`config.mk`:
```
export PLATFORM = sky130hd
export DESIGN_NAME = websocket_frame_deframer_unit_flat
export DESIGN_NICKNAME = d
export VERILOG_FILES = /design/src/design/wsdf_pkg.sv /design/src/design/wsdf_if.sv /design/src/design/wsdf_core.sv /design/src/design/wsdf_out_reg.sv /design/src/design/websocket_frame_deframer_unit.sv /design/src/flat_wrapper.sv
export SDC_FILE = /design/constraint.sdc
export NUM_CORES = 1
export LEC_CHECK = 0
export BUFFER_PORTS_ARGS = -buffer_cell sky130_fd_sc_hd__buf_4
export CAP_MARGIN = 30
export CORE_AREA = 2 2 108 110
export DETAILED_ROUTE_END_ITERATION = 16
export DIE_AREA = 0 0 110 112
export PLACE_DENSITY = 0.67
export SYNTH_ARGS = -nofsm -noshare
export SYNTH_HDL_FRONTEND = slang
export SYNTH_SLANG_ARGS = --single-unit
```
`constraint.sdc`:
```
create_clock -name clk -period 3.8 [get_ports clk]
set_clock_uncertainty 0.1 [all_clocks]
set_input_delay 0.57 -clock clk [delete_from_list [all_inputs] [get_ports clk]]
set_output_delay 0.57 -clock clk [all_outputs]
set_load 0.01 [all_outputs]
```
`src/design/wsdf_pkg.sv`:
```
`default_nettype none
// ----------------------------------------------------------------------------
// wsdf_pkg
// Shared types and constants of the WebSocket receive deframer: parser
// phases, result kinds, header field constants and the result record.
// ----------------------------------------------------------------------------
package wsdf_pkg;

	// Default width of the remaining payload length counter.
	localparam int LEN_WIDTH_DEF = 31;

	// Header field constants.
	localparam logic [7:0] HDR_FLAG_BIT = 8'h80;
	localparam logic [7:0] HDR_LEN_MASK = 8'h7f;
	localparam logic [6:0] LEN_EXT16    = 7'd126;
	localparam logic [6:0] LEN_EXT64    = 7'd127;
	localparam logic [7:0] OPCODE_MASK  = 8'h0f;

	// Last byte index (byte count minus one) of the mask key and of the ext16 and ext64 lengths.
	localparam logic [2:0] MASK_BYTES_LAST = 3'd3;
	localparam logic [2:0] EXT16_LAST      = 3'd1;
	localparam logic [2:0] EXT64_LAST      = 3'd7;

	typedef logic [1:0] kind_t;
	localparam kind_t KIND_DATA  = 2'd0;
	localparam kind_t KIND_END   = 2'd1;
	localparam kind_t KIND_ERROR = 2'd2;

	typedef enum logic [5:0] {
		PH_HDR0  = 6'b000001,
		PH_HDR1  = 6'b000010,
		PH_EXT16 = 6'b000100,
		PH_EXT64 = 6'b001000,
		PH_MASK  = 6'b010000,
		PH_DATA  = 6'b100000
	} phase_t;

	typedef struct packed {
		kind_t      kind;
		logic [7:0] payload;
		logic [3:0] opcode;
		logic       last_of_message;
	} result_t;

endpackage
`default_nettype wire

```
`src/design/wsdf_if.sv`:
```
`default_nettype none
// ----------------------------------------------------------------------------
// wsdf_if
// Valid/ready channels of the deframer: the received byte stream and the
// result stream.
// ----------------------------------------------------------------------------
interface wsdf_in_if;
	logic       valid;
	logic       ready;
	logic [7:0] rx_byte;

	modport source (output valid, output rx_byte, input ready);
	modport sink (input valid, input rx_byte, output ready);
endinterface

interface wsdf_out_if;
	logic       valid;
	logic       ready;
	logic [1:0] kind;
	logic [7:0] payload;
	logic [3:0] opcode;
	logic       last_of_message;

	modport source (output valid, output kind, output payload, output opcode,
		output last_of_message, input ready);
	modport sink (input valid, input kind, input payload, input opcode,
		input last_of_message, output ready);
endinterface
`default_nettype wire

```
`src/design/wsdf_core.sv`:
```
`default_nettype none
// ----------------------------------------------------------------------------
// wsdf_core
// Input register and frame parser. Each registered byte advances the header
// state machine or unmasks one payload byte, until a protocol error stops it.
// ----------------------------------------------------------------------------
module wsdf_core #(
	parameter int LEN_WIDTH = wsdf_pkg::LEN_WIDTH_DEF
) (
	input  wire                  clk,
	input  wire                  arst_n,
	input  wire                  in_valid,
	output logic                 in_ready,
	input  wire  [7:0]           in_byte,
	input  wire                  res_free,
	output logic                 res_valid,
	output wsdf_pkg::result_t    res
);
	import wsdf_pkg::*;

	logic                 valid_s1;
	logic [7:0]           byte_s1;
	logic                 take;

	phase_t               phase_q, phase_d;
	logic [2:0]           hcount_q, hcount_d;
	logic                 final_q, final_d;
	logic [3:0]           msg_op_q, msg_op_d;
	logic                 in_msg_q, in_msg_d;
	logic [LEN_WIDTH-1:0] rem_q, rem_d;
	logic [31:0]          key_q, key_d;
	logic [1:0]           kidx_q, kidx_d;
	logic                 alive_q, alive_d;
	logic [7:0]           key_byte;
	logic [LEN_WIDTH-1:0] rem_shift;

	// The input register refills whenever its beat moves on to the parser.
	assign take     = valid_s1 && res_free;
	assign in_ready = !valid_s1 || res_free;

	always_ff @(posedge clk or negedge arst_n) begin
		if (!arst_n) begin
			valid_s1 <= 1'b0;
		end else if (in_ready) begin
			valid_s1 <= in_valid;
		end
	end

	always_ff @(posedge clk) begin
		if (in_ready && in_valid) begin
			byte_s1 <= in_byte;
		end
	end

	always_comb begin
		unique case (kidx_q)
			2'd0:    key_byte = key_q[31:24];
			2'd1:    key_byte = key_q[23:16];
			2'd2:    key_byte = key_q[15:8];
			default: key_byte = key_q[7:0];
		endcase
	end

	assign rem_shift = {rem_q[LEN_WIDTH-9:0], byte_s1};

	always_comb begin
		phase_d   = phase_q;
		hcount_d  = hcount_q;
		final_d   = final_q;
		msg_op_d  = msg_op_q;
		in_msg_d  = in_msg_q;
		rem_d     = rem_q;
		key_d     = key_q;
		kidx_d    = kidx_q;
		alive_d   = alive_q;
		res_valid = 1'b0;
		res.kind            = KIND_DATA;
		res.payload         = 8'd0;
		res.opcode          = msg_op_q;
		res.last_of_message = 1'b0;

		if (take && alive_q) begin
			unique case (phase_q)
				PH_HDR0: begin
					final_d = byte_s1[7];
					if (!in_msg_q) begin
						msg_op_d = 4'(byte_s1 & OPCODE_MASK);
						in_msg_d = 1'b1;
					end
					phase_d = PH_HDR1;
				end
				PH_HDR1: begin
					if ((byte_s1 & HDR_FLAG_BIT) == 8'd0) begin
						alive_d   = 1'b0;
						res_valid = 1'b1;
						res.kind  = KIND_ERROR;
					end else begin
						hcount_d = 3'd0;
						rem_d    = '0;
						if (byte_s1[6:0] == LEN_EXT16) begin
							phase_d = PH_EXT16;
						end else if (byte_s1[6:0] == LEN_EXT64) begin
							phase_d = PH_EXT64;
						end else begin
							rem_d   = LEN_WIDTH'(byte_s1 & HDR_LEN_MASK);
							phase_d = PH_MASK;
						end
					end
				end
				PH_EXT16: begin
					rem_d = rem_shift;
					if (hcount_q == EXT16_LAST) begin
						hcount_d = 3'd0;
						phase_d  = PH_MASK;
					end else begin
						hcount_d = hcount_q + 3'd1;
					end
				end
				PH_EXT64: begin
					// Shifting in one more byte would overflow the length counter.
					if (rem_q[LEN_WIDTH-1 -: 8] != 8'd0) begin
						alive_d   = 1'b0;
						res_valid = 1'b1;
						res.kind  = KIND_ERROR;
					end else begin
						rem_d = rem_shift;
						if (hcount_q == EXT64_LAST) begin
							hcount_d = 3'd0;
							phase_d  = PH_MASK;
						end else begin
							hcount_d = hcount_q + 3'd1;
						end
					end
				end
				PH_MASK: begin
					key_d = {key_q[23:0], byte_s1};
					if (hcount_q == MASK_BYTES_LAST) begin
						hcount_d = 3'd0;
						kidx_d   = 2'd0;
						if (rem_q != '0) begin
							phase_d = PH_DATA;
						end else begin
							phase_d = PH_HDR0;
							if (final_q) begin
								in_msg_d            = 1'b0;
								res_valid           = 1'b1;
								res.kind            = KIND_END;
								res.last_of_message = 1'b1;
							end
						end
					end else begin
						hcount_d = hcount_q + 3'd1;
					end
				end
				PH_DATA: begin
					kidx_d      = kidx_q + 2'd1;
					rem_d       = rem_q - LEN_WIDTH'(1);
					res_valid   = 1'b1;
					res.kind    = KIND_DATA;
					res.payload = byte_s1 ^ key_byte;
					if (rem_q == LEN_WIDTH'(1)) begin
						phase_d = PH_HDR0;
						if (final_q) begin
							in_msg_d            = 1'b0;
							res.last_of_message = 1'b1;
						end
					end
				end
				default: begin
					phase_d = PH_HDR0;
				end
			endcase
		end
	end

	always_ff @(posedge clk or negedge arst_n) begin
		if (!arst_n) begin
			phase_q  <= PH_HDR0;
			hcount_q <= 3'd0;
			final_q  <= 1'b0;
			msg_op_q <= 4'd0;
			in_msg_q <= 1'b0;
			rem_q    <= '0;
			key_q    <= 32'd0;
			kidx_q   <= 2'd0;
			alive_q  <= 1'b1;
		end else begin
			phase_q  <= phase_d;
			hcount_q <= hcount_d;
			final_q  <= final_d;
			msg_op_q <= msg_op_d;
			in_msg_q <= in_msg_d;
			rem_q    <= rem_d;
			key_q    <= key_d;
			kidx_q   <= kidx_d;
			alive_q  <= alive_d;
		end
	end

endmodule
`default_nettype wire

```
`src/design/wsdf_out_reg.sv`:
```
`default_nettype none
// ----------------------------------------------------------------------------
// wsdf_out_reg
// Result register. Holds one result beat toward the sink and reports when it
// can take the next one.
// ----------------------------------------------------------------------------
module wsdf_out_reg (
	input  wire                  clk,
	input  wire                  arst_n,
	input  wire                  res_valid,
	input  wsdf_pkg::result_t    res,
	output logic                 res_free,
	wsdf_out_if.source           out
);
	import wsdf_pkg::*;

	logic    out_valid_q;
	result_t out_q;

	// The register is free when empty or when its beat leaves this cycle.
	assign res_free = !out_valid_q || out.ready;

	always_ff @(posedge clk or negedge arst_n) begin
		if (!arst_n) begin
			out_valid_q <= 1'b0;
		end else if (res_free) begin
			out_valid_q <= res_valid;
		end
	end

	always_ff @(posedge clk) begin
		if (res_free && res_valid) begin
			out_q <= res;
		end
	end

	assign out.valid           = out_valid_q;
	assign out.kind            = out_q.kind;
	assign out.payload         = out_q.payload;
	assign out.opcode          = out_q.opcode;
	assign out.last_of_message = out_q.last_of_message;

endmodule
`default_nettype wire

```
`src/design/websocket_frame_deframer_unit.sv`:
```
`default_nettype none
// ----------------------------------------------------------------------------
// websocket_frame_deframer_unit
// Receive-side WebSocket frame parser: header decode, unmasking and message
// assembly over continuation frames.
// ----------------------------------------------------------------------------
// The block takes one received byte per beat on rx and answers with at most
// one result beat on res: an unmasked payload byte, an end marker for an
// empty final frame, or a protocol error after which every byte is dropped
// until reset. It takes a byte in every cycle unless res back-pressures it;
// a byte passes the input register, is parsed combinationally and lands in
// the result register, which offers its result on res. Header, length and
// key bytes give no result but for an error or the end marker. Back-pressure
// from res stalls rx through the input register. LEN_WIDTH sets the payload
// length counter; a 64-bit length that does not fit in it raises the error.
// ----------------------------------------------------------------------------
module websocket_frame_deframer_unit #(
	parameter int LEN_WIDTH = wsdf_pkg::LEN_WIDTH_DEF
) (
	input  wire         clk,
	input  wire         arst_n,
	wsdf_in_if.sink     rx,
	wsdf_out_if.source  res
);
	import wsdf_pkg::*;

	logic    res_valid;
	result_t res_data;
	logic    res_free;

	wsdf_core #(
		.LEN_WIDTH (LEN_WIDTH)
	) u_core (
		.clk       (clk),
		.arst_n    (arst_n),
		.in_valid  (rx.valid),
		.in_ready  (rx.ready),
		.in_byte   (rx.rx_byte),
		.res_free  (res_free),
		.res_valid (res_valid),
		.res       (res_data)
	);

	wsdf_out_reg u_out_reg (
		.clk       (clk),
		.arst_n    (arst_n),
		.res_valid (res_valid),
		.res       (res_data),
		.res_free  (res_free),
		.out       (res)
	);

endmodule
`default_nettype wire

```
`src/flat_wrapper.sv`:
```
// flat-port wrapper written by rule: the top's interface ports become plain ports
module websocket_frame_deframer_unit_flat import wsdf_pkg::*;
#(
	parameter int LEN_WIDTH = wsdf_pkg::LEN_WIDTH_DEF
)
  (clk, arst_n, rx_valid, rx_rx_byte, rx_ready, res_valid, res_kind, res_payload, res_opcode, res_last_of_message, res_ready);
  wsdf_in_if rx_i ();
  wsdf_out_if res_i ();
  input  wire clk;
  input  wire arst_n;
  input wire logic [$bits(rx_i.valid)-1:0] rx_valid;
  input wire logic [$bits(rx_i.rx_byte)-1:0] rx_rx_byte;
  output wire logic [$bits(rx_i.ready)-1:0] rx_ready;
  output wire logic [$bits(res_i.valid)-1:0] res_valid;
  output wire logic [$bits(res_i.kind)-1:0] res_kind;
  output wire logic [$bits(res_i.payload)-1:0] res_payload;
  output wire logic [$bits(res_i.opcode)-1:0] res_opcode;
  output wire logic [$bits(res_i.last_of_message)-1:0] res_last_of_message;
  input wire logic [$bits(res_i.ready)-1:0] res_ready;
  assign rx_i.valid = rx_valid;
  assign rx_i.rx_byte = rx_rx_byte;
  assign rx_ready = rx_i.ready;
  assign res_valid = res_i.valid;
  assign res_kind = res_i.kind;
  assign res_payload = res_i.payload;
  assign res_opcode = res_i.opcode;
  assign res_last_of_message = res_i.last_of_message;
  assign res_i.ready = res_ready;
  websocket_frame_deframer_unit #(.LEN_WIDTH(LEN_WIDTH)) u_core (.clk(clk), .arst_n(arst_n), .rx(rx_i), .res(res_i));
endmodule
```
==> impl_metrics.ini <==
[grt]
antenna_found_initial = 0
grt_pass1_wl_um = 21000
grt-ovfl-total = 0
track_usage_pct = 22.0
grt_max_degree = 67
grt_pass1_vias = 4114

[route]
first_iter_violations = 383
ant_nets = 0
wl_per_cell_um = 18.6
route.detailed.drc = 0
vias = 4208
first_pass_iters = 5
viasPerCell = 6.24
wl_um = 12600

[synthesis]
yosys-top-cells-area = dfrtp_1, edfxtp_1, mux2_2, nor2_1, o21ai_0
synthFlopType = dfrtp_1
synth_top_cells_by_count = dfrtp_1, nor2_1, mux2_2
netlist_area_mm2 = 0.00549
synth_top_area_share_pct = 36.9
synth_top_area_cell = dfrtp_1
yosys_register_bits = 106
synth-edff-count = 23
async_flop_share_pct = 78.3
synth_warnings = 0
syn_inst = 506
yosysMostFrequentCell = dfrtp_1
ys_types = 68
synth_fp_nets = 529
synth_area_per_cell_um2 = 10.9
ys_seq_area_share_pct = 50.5

[power]
leakage_nw = 2.46
p_per_area_mw_per_mm2 = 354
ir_drop_mv = 0.212

[clock_tree]
cts_setup_buffers = 0
cts.path.max_buffers = 2
htreeDepth = 3
post_cts_resized = 0
clock-root-buffer = clkbuf_16
postCtsHoldBufs = 0
clk-insertion-delay-late_ps = 350
cts_tree = done
numCtsBuffers = 9
cts.clk_slew.worst_paths_ps = 70
cts.sinks = 106

[floorplanning]
start_util_pct = 49.1
die-area_mm2 = 0.0123
die_width_um = 110
die_h_um = 112
fp-row-count = 39
num_io_pins = 29
fp.coreArea_mm2 = 0.0112

[finish]
multi_input_area_mm2 = 0.00252
nNetsFinal = 549
postLayoutCellArea_mm2 = 0.00611
regArea_mm2 = 0.00277
area_growth_pct = 11.3
final_util_pct = 54.7
layout-drive-gt1-share_pct = 20.5
diodes = 0
fill_cells = 944
final_cells = 674

[timing]
finalSetupTns_ps = 0
timing.final.crit_share_pct = 80.8
post-route-min-period_ps = 3070
final-setup-viol-count = 0
timing.fmax_mhz = 326
slew_headroom_pct = 32.8
slew_violations = 0
tightest_slew_ps = 982
hold_ws_ps = 0.971
rsz0062_at_grt = no
hold_viol = 0

[worst_setup_path]
max_stage_delay_ps = 550
crit_chain = inv_1 > ha_1 > or4b_1 > nor2b_1 > nand3_1 > o31a_1 > o21ai_1 > buf_4
crit_required_ps = 3740
worstPathMaxFanout = 15
r2r_end = u_core.u_out_reg.out.payload[4]$_SDFFCE_PN0P_
cp_slowest_cell = or4b_1
crit_buf_inv = 2
cp-end-kind = flop
start_kind = flop
r2r_start = u_core.u_core.rem_q[0]$_DFFE_PN0P_
cpLargestDelayFamily = simple AND/OR/NAND/NOR gates
critPathKind = flop to flop
r2r_slack_ps = 730
r2r_cells = 8
critPathArrivalTime_ps = 3010

[min_path]
min_path_type = input pin to asynchronous set/reset pin

[placement]
dp.cells = 658
placed_cell_area_mm2 = 0.00581
io_buffers = 28
hpwlAfterDp_um = 8770
gp_congestion = 0.865

[run_status]
status = finished clean

[job]
cap_violations = 0
[sequential cells by signal, summed over array words and instances (netlist names)]
name                                  count
u_core.u_core.key_q                      32
u_core.u_core.rem_q                      31
u_core.u_core.byte_s1                     8
u_core.u_out_reg.out.payload              8
u_core.u_core.phase_q                     6
u_core.u_core.msg_op_q                    4
u_core.u_out_reg.out.opcode               4
u_core.u_core.hcount_q                    3
u_core.u_core.kidx_q                      2
u_core.u_out_reg.out.kind                 2
u_core.u_core.alive_q                     1
u_core.u_core.final_q                     1
u_core.u_core.in_msg_q                    1
u_core.u_core.valid_s1                    1
u_core.u_out_reg.out.last_of_message      1
u_core.u_out_reg.out.valid                1
[where the power goes]
part	switching [mW]	total [mW]	internal, mW
combinational	0.0242	0.0400	0.0158
clock	0.422	0.937	0.516
sequential	0.0147	1.18	1.17
[layout make-up]
type / instances / area share [%]
sequential: 106 / 45.4
multi-input combinational: 359 / 41.2
timing repair buffer: 36 / 4.75
clock buffer: 9 / 3.69
tap: 143 / 2.93
clock inverter: 7 / 1.21
inverter: 14 / 0.860
[how the worst max path moves through the flow]
| stage | start | to | slack, ps | depth (start not counted) |
|---|---|---|---|---|
| finish | u_core.u_core.rem_q[0]$_DFFE_PN0P_ | u_core.u_out_reg.out.payload[4]$_SDFFCE_PN0P_ | 730 | 8 |
| floorplan | u_core.u_core.rem_q[0]$_DFFE_PN0P_ | u_core.u_out_reg.out.kind[0]$_SDFFCE_PN0P_ | 320 | 7 |
| detailed placement | u_core.u_core.rem_q[0]$_DFFE_PN0P_ | u_core.u_out_reg.out.payload[4]$_SDFFCE_PN0P_ | 850 | 8 |
| global placement | u_core.u_core.rem_q[0]$_DFFE_PN0P_ | u_core.u_out_reg.out.payload[6]$_SDFFCE_PN0P_ | 910 | 8 |
| global route | u_core.u_core.rem_q[0]$_DFFE_PN0P_ | u_core.u_out_reg.out.opcode[3]$_DFFE_PP_ | 590 | 8 |
| CTS | u_core.u_core.rem_q[0]$_DFFE_PN0P_ | u_core.u_out_reg.out.payload[7]$_SDFFCE_PN0P_ | 800 | 8 |
[stage by stage]
stage	power [mW]	setup slack, ps
floorplan	1.21	318
global placement	1.24	915
detailed placement	1.25	848
CTS	2.18	804
global route	2.24	595
finish	2.16	730
[cells in the final DEF (no fill, tap or decap), drive strengths merged, types with 4 or more instances in the layout]
master   Yosys  layout
nor3        14      14
a21oi       21      21
nand2b       5       5
buf         14      36
a222oi       8       8
edfxtp      23      23
mux2        38      38
nor4        10      10
clkbuf      13       9
ha          11      11
or3          5       5
dfrtp       81      81
xnor2        8       8
o2bb2ai      8       8
nand3       17      17
nand2       34      34
a32oi        8       8
a31oi        5       5
nor2        39      39
nor2b        4       4
and2         5       5
o22ai        4       4
o211ai       5       5
inv         14      17
o21ai       55      55
a22oi       11      11
[cells by family after synthesis]
logic type | Yosys count | synth area share (%)
flops | 106 | 50.5
mux | 40 | 8.23
compound gates | 147 | 18.7
fa+ha+maj | 11 | 2.51
xor+xnor | 9 | 1.44
buf+inv | 41 | 3.69
simple gates | 152 | 15.0
[metal layers]
layer / share of wire (%) / track usage [%] / wire length (um)
met4: 1.4 / 7.93 / 179
met3: 4.8 / 2.63 / 602
met2: 48 / 33.5 / 6050
met1: 46 / 32.2 / 5740
met5: 0 / 0 / 0
Power figures use the tool's default switching activity.
